### src/rtl/bgsa_pkg.sv
package bgsa_pkg;

  // Group size and the widths that follow from it
  localparam int MAX_BATTERIES = 8;
  localparam int PCNT_W        = $clog2(MAX_BATTERIES + 1);
  localparam int PSUM_W        = $clog2(100 * MAX_BATTERIES + 1);

  // Field widths
  localparam int TYPE_W = 3;
  localparam int MODE_W = 2;
  localparam int PCT_W  = 8;
  localparam int THR_W  = 7;
  localparam int MINI_W = 17;
  localparam int RATI_W = 21;
  localparam int MINO_W = 21;
  localparam int RATO_W = 24;
  localparam int MASK_W = 5;

  // Digit-serial adder lane
  localparam int DIG_W  = 4;
  localparam int LANE_W = 24;
  localparam int N_DIG  = LANE_W / DIG_W;
  localparam int DCNT_W = $clog2(N_DIG + 1);

  // Saturation limits
  localparam logic [LANE_W-1:0] MINUTES_MAX = 24'h0F_FFFF;
  localparam logic [LANE_W-1:0] RATE_MAX    = 24'hFF_FFFF;

  // Threshold defaults
  localparam logic [THR_W-1:0] WARN_DEF = 7'd12;
  localparam logic [THR_W-1:0] LOW_DEF  = 7'd7;
  localparam logic [THR_W-1:0] CRIT_DEF = 7'd2;

  // Configuration register indexes
  localparam int CFG_IDX_W = 2;
  localparam logic [CFG_IDX_W-1:0] CFG_COLL_TYPE = 2'd0;
  localparam logic [CFG_IDX_W-1:0] CFG_WARN_THR  = 2'd1;
  localparam logic [CFG_IDX_W-1:0] CFG_LOW_THR   = 2'd2;
  localparam logic [CFG_IDX_W-1:0] CFG_CRIT_THR  = 2'd3;

  // Charge modes
  localparam logic [MODE_W-1:0] MODE_UNKNOWN = 2'd0;
  localparam logic [MODE_W-1:0] MODE_INVALID = 2'd3;

  // Level states
  typedef enum logic [2:0] {
    LVL_NONE   = 3'd0,
    LVL_NORMAL = 3'd1,
    LVL_WARN   = 3'd2,
    LVL_LOW    = 3'd3,
    LVL_CRIT   = 3'd4
  } level_t;

  // Change mask bit positions
  localparam int CHG_MODE  = 0;
  localparam int CHG_PCT   = 1;
  localparam int CHG_MIN   = 2;
  localparam int CHG_COUNT = 3;
  localparam int CHG_RATE  = 4;

  // Control between the sequencer and a serial unit
  typedef struct packed {
    logic start;
    logic clr;
  } unit_ctl_t;

endpackage

### src/rtl/bgsa_digit_acc.sv
module bgsa_digit_acc (
  input  logic                      clk,
  input  logic                      rst_n,
  input  bgsa_pkg::unit_ctl_t       ctl,
  input  logic [bgsa_pkg::LANE_W-1:0] min_opnd,
  input  logic [bgsa_pkg::LANE_W-1:0] rate_opnd,
  output logic [bgsa_pkg::MINO_W-1:0] acc_minutes,
  output logic [bgsa_pkg::RATO_W-1:0] acc_rate,
  output logic                      done
);
  import bgsa_pkg::*;

  logic [LANE_W-1:0] acc_min_r, acc_min_nxt;
  logic [LANE_W-1:0] acc_rate_r, acc_rate_nxt;
  logic [LANE_W-1:0] op_min_r, op_rate_r;
  logic              cy_min_r, cy_rate_r;
  logic [DCNT_W-1:0] cnt_r;
  logic              busy_r, done_r;
  logic [DIG_W:0]    sum_min, sum_rate;

  // Add one digit of each lane, lowest digit first
  assign sum_min  = {1'b0, acc_min_r[DIG_W-1:0]} + {1'b0, op_min_r[DIG_W-1:0]}
                    + {{DIG_W{1'b0}}, cy_min_r};
  assign sum_rate = {1'b0, acc_rate_r[DIG_W-1:0]} + {1'b0, op_rate_r[DIG_W-1:0]}
                    + {{DIG_W{1'b0}}, cy_rate_r};

  // Rotate the sums; saturate once all digits are through
  always_comb begin
    acc_min_nxt  = {sum_min[DIG_W-1:0], acc_min_r[LANE_W-1:DIG_W]};
    acc_rate_nxt = {sum_rate[DIG_W-1:0], acc_rate_r[LANE_W-1:DIG_W]};
    if (cnt_r == DCNT_W'(N_DIG)) begin
      acc_min_nxt  = (acc_min_r > MINUTES_MAX) ? MINUTES_MAX : acc_min_r;
      acc_rate_nxt = cy_rate_r ? RATE_MAX : acc_rate_r;
    end
  end

  always_ff @(posedge clk) begin
    if (!rst_n) begin
      acc_min_r  <= '0;
      acc_rate_r <= '0;
      busy_r     <= 1'b0;
      done_r     <= 1'b0;
      cnt_r      <= '0;
      cy_min_r   <= 1'b0;
      cy_rate_r  <= 1'b0;
    end else begin
      done_r <= 1'b0;
      if (ctl.clr) begin
        acc_min_r  <= '0;
        acc_rate_r <= '0;
      end else if (ctl.start) begin
        op_min_r  <= min_opnd;
        op_rate_r <= rate_opnd;
        cy_min_r  <= 1'b0;
        cy_rate_r <= 1'b0;
        cnt_r     <= '0;
        busy_r    <= 1'b1;
      end else if (busy_r) begin
        acc_min_r  <= acc_min_nxt;
        acc_rate_r <= acc_rate_nxt;
        if (cnt_r == DCNT_W'(N_DIG)) begin
          busy_r <= 1'b0;
          done_r <= 1'b1;
        end else begin
          op_min_r  <= op_min_r >> DIG_W;
          op_rate_r <= op_rate_r >> DIG_W;
          cy_min_r  <= sum_min[DIG_W];
          cy_rate_r <= sum_rate[DIG_W];
          cnt_r     <= cnt_r + 1'b1;
        end
      end
    end
  end

  assign acc_minutes = acc_min_r[MINO_W-1:0];
  assign acc_rate    = acc_rate_r[RATO_W-1:0];
  assign done        = done_r;

endmodule

### src/rtl/bgsa_div.sv
module bgsa_div (
  input  logic                        clk,
  input  logic                        rst_n,
  input  logic                        start,
  input  logic [bgsa_pkg::PSUM_W-1:0] dividend,
  input  logic [bgsa_pkg::PCNT_W-1:0] divisor,
  output logic [bgsa_pkg::PSUM_W-1:0] quotient,
  output logic                        done
);
  import bgsa_pkg::*;

  localparam int QCNT_W = $clog2(PSUM_W + 1);

  logic [PSUM_W-1:0] quo_r;
  logic [PCNT_W-1:0] rem_r, dvs_r;
  logic [PCNT_W:0]   rem_sh, rem_sub;
  logic [QCNT_W-1:0] cnt_r;
  logic              busy_r, done_r;
  logic              q_bit;

  // One quotient bit per cycle, restoring
  assign rem_sh  = {rem_r, quo_r[PSUM_W-1]};
  assign q_bit   = rem_sh >= {1'b0, dvs_r};
  assign rem_sub = rem_sh - {1'b0, dvs_r};

  always_ff @(posedge clk) begin
    if (!rst_n) begin
      busy_r <= 1'b0;
      done_r <= 1'b0;
      cnt_r  <= '0;
    end else begin
      done_r <= 1'b0;
      if (start) begin
        quo_r  <= dividend;
        rem_r  <= '0;
        dvs_r  <= divisor;
        cnt_r  <= QCNT_W'(PSUM_W);
        busy_r <= 1'b1;
      end else if (busy_r) begin
        quo_r <= {quo_r[PSUM_W-2:0], q_bit};
        rem_r <= q_bit ? rem_sub[PCNT_W-1:0] : rem_sh[PCNT_W-1:0];
        cnt_r <= cnt_r - 1'b1;
        if (cnt_r == QCNT_W'(1)) begin
          busy_r <= 1'b0;
          done_r <= 1'b1;
        end
      end
    end
  end

  assign quotient = quo_r;
  assign done     = done_r;

endmodule

### src/rtl/battery_group_status_aggregator_core.sv
// A report that does not take part is taken straight from the idle state; a matching one
// then passes through the 4-bit digit-serial minutes/rate adder. A last report then goes
// through bit-serial mean division before the result is published.
// No new report is taken while the adder or divider is busy (in_stall is high).
// The result sits in an output register, so the next report is taken while it waits.
// Reset (synchronous, rst_n low): accumulators clear, held values take their defaults.
module battery_group_status_aggregator_core (
  input  logic                          clk,
  input  logic                          rst_n,
  // configuration
  input  logic                          cfg_wr_en,
  input  logic [bgsa_pkg::CFG_IDX_W-1:0] cfg_index,
  input  logic [bgsa_pkg::THR_W-1:0]    cfg_data,
  // report channel
  input  logic                          in_valid,
  output logic                          in_stall,
  input  logic                          in_list_empty,
  input  logic [bgsa_pkg::TYPE_W-1:0]   in_battery_type,
  input  logic                          in_is_present,
  input  logic [bgsa_pkg::MODE_W-1:0]   in_battery_charge_mode,
  input  logic signed [bgsa_pkg::PCT_W-1:0]  in_battery_percent,
  input  logic signed [bgsa_pkg::MINI_W-1:0] in_battery_minutes,
  input  logic signed [bgsa_pkg::RATI_W-1:0] in_battery_rate,
  input  logic                          in_last_report,
  input  logic                          in_force_recheck,
  // result channel
  output logic                          out_valid,
  input  logic                          out_stall,
  output logic                          out_refresh_ok,
  output logic [bgsa_pkg::MODE_W-1:0]   out_group_charge_mode,
  output logic signed [bgsa_pkg::PCT_W-1:0]  out_group_percent,
  output logic signed [bgsa_pkg::MINO_W-1:0] out_group_minutes,
  output logic [bgsa_pkg::PCNT_W-1:0]   out_present_count,
  output logic [bgsa_pkg::RATO_W-1:0]   out_group_rate,
  output logic [2:0]                    out_level_state,
  output logic                          out_level_event,
  output logic [bgsa_pkg::MASK_W-1:0]   out_change_mask,
  output logic                          out_group_changed
);
  import bgsa_pkg::*;

  typedef enum logic [2:0] {
    S_IDLE,
    S_ACC,
    S_DIV,
    S_FIN,
    S_EMPTY
  } state_t;

  state_t state_r;

  // configuration
  logic [TYPE_W-1:0] coll_type_r;
  logic [THR_W-1:0]  warn_thr_r, low_thr_r, crit_thr_r;

  // accumulators kept here
  logic [PCNT_W-1:0] acc_present_r, acc_pvalid_r;
  logic [PSUM_W-1:0] acc_psum_r;
  logic [MODE_W-1:0] acc_mode_r;
  logic              last_r, force_r;

  // held values
  logic [MODE_W-1:0] held_mode_r;
  logic [PCT_W-1:0]  held_pct_r;
  logic [MINO_W-1:0] held_min_r;
  logic [PCNT_W-1:0] held_present_r;
  logic [RATO_W-1:0] held_rate_r;
  level_t            held_level_r;

  // output register
  logic              out_valid_r, out_ok_r, out_event_r;
  logic [MODE_W-1:0] out_mode_r;
  logic [PCT_W-1:0]  out_pct_r;
  logic [MINO_W-1:0] out_min_r;
  logic [PCNT_W-1:0] out_count_r;
  logic [RATO_W-1:0] out_rate_r;
  level_t            out_level_r;
  logic [MASK_W-1:0] out_mask_r;

  // serial units
  unit_ctl_t         acc_ctl;
  logic              acc_done, div_start, div_done;
  logic [MINO_W-1:0] acc_minutes;
  logic [RATO_W-1:0] acc_rate;
  logic [PSUM_W-1:0] div_q;

  logic              in_acc, match, out_free;
  logic [MODE_W-1:0] in_mode, merged_mode;
  logic [PCT_W-2:0]  in_pct_clamped;
  logic [LANE_W-1:0] min_opnd, rate_opnd;
  logic [THR_W-1:0]  mean;
  logic              pct_chg;
  level_t            target;
  logic [MASK_W-1:0] mask;

  assign in_stall = (state_r != S_IDLE);
  assign in_acc   = in_valid && !in_stall;
  assign out_free = !out_valid_r || !out_stall;

  // Qualify the report and merge its charge mode
  assign match = (in_battery_type == coll_type_r) && in_is_present
                 && (acc_present_r < PCNT_W'(MAX_BATTERIES));
  assign in_mode = (in_battery_charge_mode == MODE_INVALID) ? MODE_UNKNOWN
                                                            : in_battery_charge_mode;
  always_comb begin
    merged_mode = acc_mode_r;
    if (in_mode != acc_mode_r) begin
      if (acc_mode_r == MODE_UNKNOWN) merged_mode = in_mode;
      else if (in_mode != MODE_UNKNOWN) merged_mode = MODE_UNKNOWN;
    end
  end
  assign in_pct_clamped = (in_battery_percent > 8'sd100) ? 7'd100
                                                          : in_battery_percent[PCT_W-2:0];

  // Negative minutes or rate contribute nothing
  assign min_opnd  = in_battery_minutes[MINI_W-1] ? '0
                     : LANE_W'(in_battery_minutes[MINI_W-2:0]);
  assign rate_opnd = in_battery_rate[RATI_W-1] ? '0
                     : LANE_W'(in_battery_rate[RATI_W-2:0]);

  assign acc_ctl.start = in_acc && !in_list_empty && match;
  assign acc_ctl.clr   = ((state_r == S_FIN) && out_free) || (in_acc && in_list_empty);
  assign div_start     = ((state_r == S_ACC) && acc_done && last_r)
                         || (in_acc && !in_list_empty && !match && in_last_report);

  bgsa_digit_acc u_acc (
    .clk         (clk),
    .rst_n       (rst_n),
    .ctl         (acc_ctl),
    .min_opnd    (min_opnd),
    .rate_opnd   (rate_opnd),
    .acc_minutes (acc_minutes),
    .acc_rate    (acc_rate),
    .done        (acc_done)
  );

  bgsa_div u_div (
    .clk      (clk),
    .rst_n    (rst_n),
    .start    (div_start),
    .dividend (acc_psum_r),
    .divisor  (acc_pvalid_r),
    .quotient (div_q),
    .done     (div_done)
  );

  // Classify the level from the mean
  assign mean    = (acc_pvalid_r == '0) ? '0 : div_q[THR_W-1:0];
  assign pct_chg = ({1'b0, mean} != held_pct_r) || force_r;
  always_comb begin
    if (acc_present_r == '0)             target = LVL_NONE;
    else if (mean <= crit_thr_r)         target = LVL_CRIT;
    else if (mean <= low_thr_r)          target = LVL_LOW;
    else if (mean <= warn_thr_r)         target = LVL_WARN;
    else if (held_level_r != LVL_NONE)   target = LVL_NORMAL;
    else                                 target = LVL_NONE;
  end
  always_comb begin
    mask            = '0;
    mask[CHG_MODE]  = acc_mode_r != held_mode_r;
    mask[CHG_PCT]   = pct_chg;
    mask[CHG_MIN]   = acc_minutes != held_min_r;
    mask[CHG_COUNT] = acc_present_r != held_present_r;
    mask[CHG_RATE]  = acc_rate != held_rate_r;
  end

  always_ff @(posedge clk) begin
    if (!rst_n) begin
      state_r        <= S_IDLE;
      coll_type_r    <= '0;
      warn_thr_r     <= WARN_DEF;
      low_thr_r      <= LOW_DEF;
      crit_thr_r     <= CRIT_DEF;
      acc_present_r  <= '0;
      acc_pvalid_r   <= '0;
      acc_psum_r     <= '0;
      acc_mode_r     <= MODE_UNKNOWN;
      last_r         <= 1'b0;
      force_r        <= 1'b0;
      held_mode_r    <= MODE_UNKNOWN;
      held_pct_r     <= '1;
      held_min_r     <= '1;
      held_present_r <= '0;
      held_rate_r    <= '0;
      held_level_r   <= LVL_NORMAL;
      out_valid_r    <= 1'b0;
    end else begin
      // drop the result once taken
      if (out_valid_r && !out_stall) out_valid_r <= 1'b0;

      // configuration writes
      if (cfg_wr_en) begin
        unique case (cfg_index)
          CFG_COLL_TYPE: coll_type_r <= cfg_data[TYPE_W-1:0];
          CFG_WARN_THR:  warn_thr_r  <= cfg_data;
          CFG_LOW_THR:   low_thr_r   <= cfg_data;
          CFG_CRIT_THR:  crit_thr_r  <= cfg_data;
          default: ;
        endcase
      end

      unique case (state_r)
        S_IDLE: begin
          if (in_acc) begin
            last_r  <= in_last_report;
            force_r <= in_force_recheck;
            if (in_list_empty) begin
              // restore defaults
              acc_present_r <= '0;
              acc_pvalid_r  <= '0;
              acc_psum_r    <= '0;
              acc_mode_r    <= MODE_UNKNOWN;
              held_mode_r   <= MODE_UNKNOWN;
              held_pct_r    <= '1;
              held_min_r    <= '1;
              held_rate_r   <= '0;
              held_level_r  <= LVL_NORMAL;
              warn_thr_r    <= WARN_DEF;
              low_thr_r     <= LOW_DEF;
              crit_thr_r    <= CRIT_DEF;
              state_r       <= S_EMPTY;
            end else if (match) begin
              acc_present_r <= acc_present_r + 1'b1;
              acc_mode_r    <= merged_mode;
              if (!in_battery_percent[PCT_W-1]) begin
                acc_psum_r   <= acc_psum_r + PSUM_W'(in_pct_clamped);
                acc_pvalid_r <= acc_pvalid_r + 1'b1;
              end
              state_r <= S_ACC;
            end else if (in_last_report) begin
              state_r <= S_DIV;
            end
          end
        end
        S_ACC: begin
          if (acc_done) state_r <= last_r ? S_DIV : S_IDLE;
        end
        S_DIV: begin
          if (div_done) state_r <= S_FIN;
        end
        S_FIN: begin
          if (out_free) begin
            // publish, update held values and clear accumulators
            held_mode_r    <= acc_mode_r;
            held_min_r     <= acc_minutes;
            held_present_r <= acc_present_r;
            held_rate_r    <= acc_rate;
            if (pct_chg) begin
              held_pct_r   <= {1'b0, mean};
              held_level_r <= target;
            end
            out_valid_r <= 1'b1;
            out_ok_r    <= 1'b1;
            out_mode_r  <= acc_mode_r;
            out_pct_r   <= pct_chg ? {1'b0, mean} : held_pct_r;
            out_min_r   <= acc_minutes;
            out_count_r <= acc_present_r;
            out_rate_r  <= acc_rate;
            out_level_r <= pct_chg ? target : held_level_r;
            out_event_r <= pct_chg && (target != LVL_NONE) && (target != held_level_r);
            out_mask_r  <= mask;
            acc_present_r <= '0;
            acc_pvalid_r  <= '0;
            acc_psum_r    <= '0;
            acc_mode_r    <= MODE_UNKNOWN;
            state_r       <= S_IDLE;
          end
        end
        S_EMPTY: begin
          if (out_free) begin
            out_valid_r <= 1'b1;
            out_ok_r    <= 1'b0;
            out_mode_r  <= held_mode_r;
            out_pct_r   <= held_pct_r;
            out_min_r   <= held_min_r;
            out_count_r <= held_present_r;
            out_rate_r  <= held_rate_r;
            out_level_r <= held_level_r;
            out_event_r <= 1'b0;
            out_mask_r  <= '0;
            state_r     <= S_IDLE;
          end
        end
        default: state_r <= S_IDLE;
      endcase
    end
  end

  assign out_valid             = out_valid_r;
  assign out_refresh_ok        = out_ok_r;
  assign out_group_charge_mode = out_mode_r;
  assign out_group_percent     = out_pct_r;
  assign out_group_minutes     = out_min_r;
  assign out_present_count     = out_count_r;
  assign out_group_rate        = out_rate_r;
  assign out_level_state       = out_level_r;
  assign out_level_event       = out_event_r;
  assign out_change_mask       = out_mask_r;
  assign out_group_changed     = |out_mask_r[CHG_COUNT:CHG_MODE];

endmodule
### config.mk
export PLATFORM = sky130hd
export DESIGN_NAME = battery_group_status_aggregator_core
export DESIGN_NICKNAME = d
export VERILOG_FILES = /design/src/rtl/bgsa_pkg.sv /design/src/rtl/bgsa_digit_acc.sv /design/src/rtl/bgsa_div.sv /design/src/rtl/battery_group_status_aggregator_core.sv
export SDC_FILE = /design/constraint.sdc
export NUM_CORES = 1
export LEC_CHECK = 0
export ABC_AREA = 0
export BUFFER_PORTS_ARGS = -buffer_cell sky130_fd_sc_hd__buf_4
export CAP_MARGIN = 20
export CORE_ASPECT_RATIO = 1.25
export CORE_MARGIN = 2
export CORE_UTILIZATION = 59
export CTS_CLUSTER_DIAMETER = 120
export DETAILED_ROUTE_END_ITERATION = 10
export PLACE_DENSITY = 0.8
export SYNTH_ARGS = -nofsm -noshare
export SYNTH_HDL_FRONTEND = slang
export SYNTH_SLANG_ARGS = --single-unit
### constraint.sdc
create_clock -name clk -period 5.9 [get_ports clk]
set_input_delay 1.18 -clock clk [delete_from_list [all_inputs] [get_ports clk]]
set_output_delay 1.18 -clock clk [all_outputs]
set_load 0.02 [all_outputs]
Word-level counts from Yosys, hierarchy flattened
Index checks and enable logic that the tools add are counted.

word-level totals
  flip-flop bits (word level) = 308
  bits in latches = 0
  RAM bits = 0
  memory bits (read-only) = 0
  bits of input ports = 69
  output and inout port bits = 72
  logic and storage cells = 292
  memories kept = 0

cells by class
  add/sub/neg operators = 10
  multipliers = 0
  div/mod/pow operators = 0
  $lt $le $gt $ge = 7
  equality and inequality tests = 33
  shifts and indexed selects = 0
  multiplexer cells = 137
  bitwise operators = 5
  reductions and logical operators = 57

operators with widths
  kind                                                  count
  two-way mux 24 bit                                    14
  two-way mux 7 bit                                     17
  case mux 24 bit (2 select lines)                      2
  two-way mux 21 bit                                    4
  case mux 21 bit (2 select lines)                      2
  two-way mux 10 bit                                    7
  two-way mux 4 bit                                     14
  two-way mux 3 bit                                     17
  two-way mux 8 bit                                     5
  case mux 8 bit (2 select lines)                       2
  two-way mux 2 bit                                     15
  > comparator 24 x 20 -> 1 bit, second input constant  1
  inequality test 24 bit                                1
  case mux 4 bit (2 select lines)                       3
  less-or-equal comparator 7 bit                        3
  two-way mux 1 bit                                     21
  inequality test 21 bit                                1
  two-way mux 20 bit                                    1
  case mux 10 bit (2 select lines)                      1
  two-way mux 16 bit                                    1
  AND reduction 4 bit                                   4
  logical AND 1 bit                                     14
  case mux 2 bit (2 select lines)                       3
  case mux 3 bit (2 select lines)                       2
  other kinds (44)                                      94

Depth between registers and ports, before layout
Gate-level depths: netlist (run 1).

  word-level depth = 12
  depth in mapped cells = 16

Cells and area by module
A second synthesis (run 1) with hierarchy kept.

unflattened totals
  cell total of the unflattened synthesis = 1472
  area, all modules = 14686.6 um^2

modules (own cells, without submodules)
  module                                times used  cells an instance  area each (um^2)  seq. area each (um^2)
  battery_group_status_aggregator_core  1           1078               9190.1            4314.1
  bgsa_digit_acc                        1           303                4320.4            2542.4
  bgsa_div                              1           91                 1176.1            660.6

Worst setup path after synthesis (run 1)
OpenSTA, ideal clock, no wires.

  path kind = input to register
  start point = input rst_n
  end point = register out_mask_r[0] (netlist: out_change_mask[0]) (enable)
  library setup time = 0.519 ns
  arrival = 4.807 ns
  required time = 5.381 ns
  slack = 0.574 ns
  stages on the path = 3
  buffers on the path = 1
  cells stage by stage = clkbuf_1 > nand2_1 > a21oi_1

between the ends
  longest elaborated chain between the ends = 1

ends and longest elaborated chain
  element                               line                                         RTL
  from (decl)                           battery_group_status_aggregator_core.sv:9    input logic rst_n,
  AND reduction 4 bit (no source line)  n/a
  to (signal assigned)                  battery_group_status_aggregator_core.sv:261  out_mask_r <= mask;
  to (decl)                             battery_group_status_aggregator_core.sv:78   logic [MASK_W-1:0] out_mask_r;

No other way between the ends.
A chain may end at the register's enable or synchronous reset.

Final worst setup path (run 1)
  start point = register acc_pvalid_r[0]
  end point = register out_event_r (netlist: out_level_event), data pin

between the ends
  longest elaborated chain between the ends = 12
  elaborated cells between the ends (all ways) = 17
  classes of those cells = 3 x order compare; 2 x eq/ne; 7 x mux; 5 x reduce/logical

ends and longest elaborated chain
  element                              line                                         RTL
  from (decl)                          battery_group_status_aggregator_core.sv:57   logic [PCNT_W-1:0] acc_present_r, acc_pvalid_r;
  from (signal assigned)               battery_group_status_aggregator_core.sv:227  acc_pvalid_r <= acc_pvalid_r + 1'b1;
  logical NOT 4 bit (*)                battery_group_status_aggregator_core.sv:148  assign mean = (acc_pvalid_r == '0) ? '0 : div_q[THR_W-1:0];
  two-way mux 7 bit (*)                battery_group_status_aggregator_core.sv:148
  less-or-equal comparator 7 bit       battery_group_status_aggregator_core.sv:154  else if (mean <= warn_thr_r) target = LVL_WARN;
  two-way mux 2 bit                    battery_group_status_aggregator_core.sv:154
  two-way mux 2 bit                    battery_group_status_aggregator_core.sv:153  else if (mean <= low_thr_r) target = LVL_LOW;
  two-way mux 3 bit                    battery_group_status_aggregator_core.sv:152  else if (mean <= crit_thr_r) target = LVL_CRIT;
  two-way mux 3 bit                    battery_group_status_aggregator_core.sv:151  if (acc_present_r == '0) target = LVL_NONE;
  nonzero test 3 bit                   battery_group_status_aggregator_core.sv:260  out_event_r <= pct_chg && (target != LVL_NONE) && (target != held_level_r);
  logical AND 1 bit                    battery_group_status_aggregator_core.sv:260
  logical AND 1 bit (*)                battery_group_status_aggregator_core.sv:260
  two-way mux 1 bit (*)                battery_group_status_aggregator_core.sv:242  if (out_free) begin
  case mux 1 bit (2 select lines) (*)  battery_group_status_aggregator_core.sv:202  unique case (state_r)
  to (signal assigned)                 battery_group_status_aggregator_core.sv:260
  to (decl)                            battery_group_status_aggregator_core.sv:71   logic out_valid_r, out_ok_r, out_event_r;

Mark *: on every way between the ends. The rest lies on a longest branch, timed or not. The select of a mux whose other input is x is not followed.

==> impl_metrics.tcl, run 1 <==
set metrics [dict create \
    worst_slew_pin_slew_ns 0.9331 \
    ioPinCount 141 \
    overflow 0 \
    synth_flop_cell "dfxtp_1" \
    antenna_found_initial 0 \
    postSynth.asyncResetShare_pct 0 \
    cp.required_ns 6.18 \
    ys_seq_elements 296 \
    yosysSeqAreaShare_pct 51.71 \
    ctsResizeCount 0 \
    area_delta_synth_final_pct 15.73 \
    critPathLaunchType "register" \
    fin_tns_setup_ns 0 \
    synthDistinctLibCells 75 \
    place_ws_ns 2.077 \
    grt_pass1_wl_um 52160 \
    setup_viol 0 \
    cts.sinks 296 \
    final_common_cell "nand2_1" \
    yosys_warnings 0 \
    place_hpwl_um 21910 \
    drtIter0Drc 993 \
    multi_input_area_sq_um 6216 \
    ir_drop_uv 239.5 \
    die_x_um 141.0 \
    cts_root_buf "clkbuf_16" \
    gp_congestion 0.9184 \
    cts_setup_buffers 0 \
    vias 10914 \
    total_power_w 0.004405 \
    status "completed" \
    ff2ff_path_depth 13 \
    arrival_ns 3.99 \
    drc 0 \
    synth_edf_count 123 \
    holdBufCountCts 0 \
    clock_skew_ns 0.01278 \
    register_area_sq_um 7157 \
    critical_path_class "reg2reg" \
    max_cap_violations 0 \
    crit_path_max_fanout 18 \
    wl_per_cell_um 17.23 \
    dieArea_sq_um 24710 \
    timing.rr.end "out_level_event" \
    cts_buffers 28 \
    grt_pass1_vias 10629 \
    finalCritPeriodShare_pct 63.03 \
    finalWorstSetupSlack_ns 2.181 \
    endpoint_kind "register" \
    fin_nets 1657 \
    core_area_sq_um 23040 \
    cts_tree "done" \
    min_path_type "reg2reg" \
    fillCellCount 1748 \
    reg2reg_slack_ns 2.18 \
    vias_per_cell 5.871 \
    grt_setup_unrepaired "no" \
    utilization_pct 69.52 \
    pwr_density_cell_nw_per_um2 275.0 \
    leakage_nw 6.339 \
    grtUsageTotal_pct 25.90 \
    ant_nets 0 \
    port_buffers 140 \
    grt_start_max_net_pins 70 \
    postSynthCellCount 1444 \
    synth.avg_cell_area_sq_um 9.585 \
    max_freq_ghz 0.2689 \
    hold_path_depth 2 \
    drv_slew 0 \
    clk_latency_ns 0.54 \
    syn_nets 1552 \
    worstHoldStart "low_thr_r[6]" \
    hold_viol 0 \
    fin_crit_ns 3.719 \
    reg2reg_from "acc_pvalid_r[0]" \
    n_antenna_cell 0 \
    drt_first_pass_iters 7 \
    syn_area_sq_um 13840 \
    final_cell_mix "nand2_1, dfxtp_1, buf_4" \
    fp.dieH_um 175.2 \
    row_count 62 \
    cts_max_level 1 \
    relSlewSlack_pct 37.62 \
    min_to "low_thr_r[6]" \
    initial_core_util_pct 60.07 \
    drive_gt1_share_pct 17.57 \
    clk_pin_slew_ns 0.06 \
    clk_path_buf_depth 3 \
    wl_um 32040 \
]
==> state kept, by name (all words and copies together), names as in the netlist, 10 cells and up <==
signal / count
held_rate_r: 24
out_group_rate: 24
u_acc.acc_min_r: 24
u_acc.acc_rate: 24
held_min_r: 21
out_group_minutes: 21
u_acc.op_rate_r: 20
u_acc.op_min_r: 16
acc_psum_r: 10
u_div.quotient: 10
==> stage by stage <==
stage	cells	area (sq um)	hold slack (ns)
floorplan	1444	13840	0.4317
global placement	1805	15090	0.4465
detailed placement	1805	15090	0.4483
CTS	1857	15990	0.4566
global route	1859	16020	0.4923
finish	1859	16020	0.4545
==> report_power, final <==
part	internal, W	switching (W)
registers	0.00218	0.0000484
clock network	0.00101	0.000743
logic	0.000174	0.000248
==> Yosys cell counts (all sizes together) (3+ instances only) <==
cell	n	area, sq um
xor2	14	122.6
a21oi	84	420.4
o32ai	3	26.28
o31ai	4	30.03
or3	3	18.77
mux2	11	123.9
mux2i	22	220.2
nor3	12	65.06
nand4	15	93.84
ha	33	412.9
inv	48	180.2
o211ai	6	45.04
nor2b	11	68.82
nor4b	3	26.28
o221a	43	484.2
a31oi	8	50.05
nor4	6	52.55
a21o	4	30.03
o21a	5	37.54
a211oi	5	42.54
dfxtp	173	3463
or4	3	22.52
o21ai	64	324.1
a22oi	8	60.06
nor3b	13	102.6
nor4bb	4	40.04
a41oi	4	35.03
fa	6	120.1
nand3	63	315.3
or2	3	18.77
o21bai	4	30.03
clkbuf	67	251.5
nand2	316	1189
a21boi	3	22.52
nor2	80	302.8
edfxtp	123	3694
xnor2	67	586.8
and3	6	42.54
o22ai	5	31.28
and2	7	43.79
buf	16	78.83
nand2b	47	301.5
==> worst max-delay path: stages, from the launching register on <==
cell,delay [ns]
dfxtp_1,0.34
inv_1,0.10
ha_1,0.18
or3b_1,0.63
and2_1,0.34
ha_1,0.31
inv_1,0.04
a211oi_1,0.26
a311oi_1,0.13
a41oi_1,0.39
nor3_1,0.12
or2_0,0.22
a221oi_1,0.28
a21oi_1,0.10
==> worst max-delay path by stage <==
stage / startpoint / end / slack, ns / cells past startpoint
CTS: acc_pvalid_r[0] / out_level_event / 2.19 / 13
global placement: in_battery_type[1] / u_acc.op_min_r[12] / 2.16 / 8
finish: acc_pvalid_r[0] / out_level_event / 2.18 / 13
global route: acc_pvalid_r[0] / out_level_event / 2.03 / 13
detailed placement: in_battery_type[1] / u_acc.op_rate_r[16] / 2.08 / 8
floorplan: rst_n / out_change_mask[0] / 0.57 / 3
==> metal layers <==
| metal | global-route usage [%] | wire, um |
|---|---|---|
| met4 | 8.625 | 874 |
| met3 | 3.343 | 1804 |
| met5 | 0 | 0 |
| met1 | 32.09 | 12920 |
| met2 | 46.67 | 16440 |
==> final cells by class <==
| cell class | instances | share of cell area, % |
|---|---|---|
| Tap cell | 288 | 2.250 |
| Clock buffer | 44 | 5.202 |
| Inverter | 49 | 1.148 |
| Multi-Input combinational cell | 1016 | 38.81 |
| Timing Repair Buffer | 158 | 7.507 |
| Sequential cell | 296 | 44.68 |
| Clock inverter | 8 | 0.4062 |
==> logic make-up after synthesis <==
| family | share of synthesized area, % |
|---|---|
| fa+ha+maj | 3.996 |
| compound gates | 12.89 |
| buf+inv | 3.715 |
| mux | 2.649 |
| simple gates | 19.92 |
| xor+xnor | 5.126 |
| flops | 51.71 |
Note: power is estimated with default switching activity, not from simulation.
==> inputs of run 2 (changes only) <==
==> constraint.sdc (replaced) <==
create_clock -name clk -period 3.46 [get_ports clk]
set_input_delay 0.692 -clock clk [delete_from_list [all_inputs] [get_ports clk]]
set_output_delay 0.692 -clock clk [all_outputs]
set_load 0.02 [all_outputs]
==> run 2 against run 1 <==
Die area did not move. Critical path depth did not move. Power rose by 78%. Worst setup slack got worse by 2.0 ns. Highest routed layer unchanged. Wire length rose by 1.5%. Combinational power rose by 75%. Count of clock-buffer cells in the layout fell by 6. Clock power rose by 89%.
==> impl_metrics.tcl, run 2 (synthesis gave the netlist of run 1 again) <==
set metrics [dict create \
    grt_start_max_net_pins 70 \
    cp.required_ns 3.74 \
    area_delta_synth_final_pct 16.98 \
    fin_crit_ns 3.328 \
    dieArea_sq_um 24710 \
    cts_buffers 28 \
    vias 10915 \
    cp_num_cells 13 \
    cts_root_buf "clkbuf_16" \
    arrival_ns 3.60 \
    pwr_density_cell_nw_per_um2 484.5 \
    max_freq_ghz 0.3004 \
    drive_gt1_share_pct 18.45 \
    reg2reg_slack_ns 0.13 \
    hold_path_depth 3 \
    gp_congestion 0.9246 \
    hold_viol 0 \
    final_cell_mix "nand2_1, dfxtp_1, buf_4" \
    endpoint_kind "register" \
    clk_pin_slew_ns 0.07 \
    fp.dieH_um 175.2 \
    max_stage_delay_ns 0.36 \
    critical_path_class "reg2reg" \
    wl_per_cell_um 17.44 \
    worstPathCellList "inv_1 -> ha_1 -> or3b_1 -> and2_2 -> ha_1 -> o21ai_0 -> nor4_4 -> a31o_2 -> o21ai_4 -> nand2b_4 -> or2_0 -> a221oi_1 -> a21oi_1" \
    fin_cells 1865 \
    crit_path_max_fanout 6 \
    port_buffers 140 \
    wl_um 32530 \
    relSlewSlack_pct 37.37 \
    leakage_nw 6.426 \
    drt_first_pass_iters 8 \
    max_cap_violations 0 \
    drc 0 \
    critPathLaunchType "register" \
    place_hpwl_um 22300 \
    finalWorstSetupSlack_ns 0.1316 \
    row_count 62 \
    grt_pass1_wl_um 52640 \
    crit_top_cell "ha_1" \
    critPathTopFamily "simple AND/OR/NAND/NOR gates" \
    overflow 0 \
    setup_viol 0 \
    clk_path_buf_depth 3 \
    place_ws_ns 0.04207 \
    vias_per_cell 5.853 \
    die_x_um 141.0 \
    holdBufCountCts 0 \
    dp.cells 1812 \
    cts_max_level 1 \
    ir_drop_uv 394.3 \
    ioPinCount 141 \
    grtUsageTotal_pct 26.27 \
    n_antenna_cell 0 \
    cts_tree "done" \
    worst_slew_pin_slew_ns 0.9395 \
    initial_core_util_pct 60.07 \
    status "completed" \
    antenna_found_initial 0 \
    crit_slowest_cell "or3b_1" \
    grt_pass1_vias 10526 \
    ant_nets 0 \
    final_common_cell "nand2_1" \
    drv_slew 0 \
    drtIter0Drc 843 \
    utilization_pct 70.27 \
    clock_skew_ns 0.01247 \
    cts.sinks 296 \
    crit_buf_inv 1 \
    finalCritPeriodShare_pct 96.20 \
    hold_ws_ns 0.4105 \
    ff2ff_path_depth 13 \
    core_area_sq_um 23040 \
    clk_latency_ns 0.54 \
    fin_nets 1663 \
    total_power_w 0.007845 \
    min_path_type "in2reg" \
]
==> run 2: layout make-up <==
class                           instances  area [sq um]
Clock buffer                           38         842.1
Clock inverter                         14         172.7
Fill cell                            1769          6849
Inverter                               49         183.9
Multi-Input combinational cell       1016          6231
Sequential cell                       296          7157
Tap cell                              288         360.3
Timing Repair Buffer                  164          1244
==> run 2: power by group <==
part / internal [W] / switching (W)
clock: 0.00200 / 0.00131
combinational: 0.000305 / 0.000430
sequential: 0.00372 / 0.0000813
==> run 2: through the flow <==
step                      setup TNS [ns]  cell area (sq um)
after floorplan                        0              13860
after global placement                 0              15150
after detailed placement               0              15150
after CTS                              0              16160
after global routing             -0.1006              16190
final                                  0              16190
==> run 2: worst paths after layout <==
| kind | end | start |
|---|---|---|
| setup reg to reg | out_level_event | acc_pvalid_r[0] |
| hold / removal | force_r | in_force_recheck |
| hold reg to reg | held_pct_r[7] | held_pct_r[7] |
| setup / recovery | out_level_event | acc_pvalid_r[0] |
==> run 2: per-layer routing <==
layer  global-route usage (%)  vias up  wire length (um)
li1                         -     5265                 -
met1                    32.54     5201             12720
met2                    47.38      377             16910
met3                    3.316       72              1934
met4                    8.833        0               958
met5                        0        -                 0
==> run 2: worst register-to-register path, stage by stage (launching register included) <==
cell,delay (ns)
dfxtp_1,0.35
inv_1,0.12
ha_1,0.18
or3b_1,0.36
and2_2,0.25
ha_1,0.30
o21ai_0,0.14
nor4_4,0.27
a31o_2,0.22
o21ai_4,0.08
nand2b_4,0.17
or2_0,0.22
a221oi_1,0.31
a21oi_1,0.11
==> run 2: what timing repair did <==
| action | 4_1_cts | 5_1_grt |
|---|---|---|
| endpoints found under the setup margin | 0 | 2 |
| gates resized for setup | 0 | 4 |
| buffers inserted | 0 | 1 |
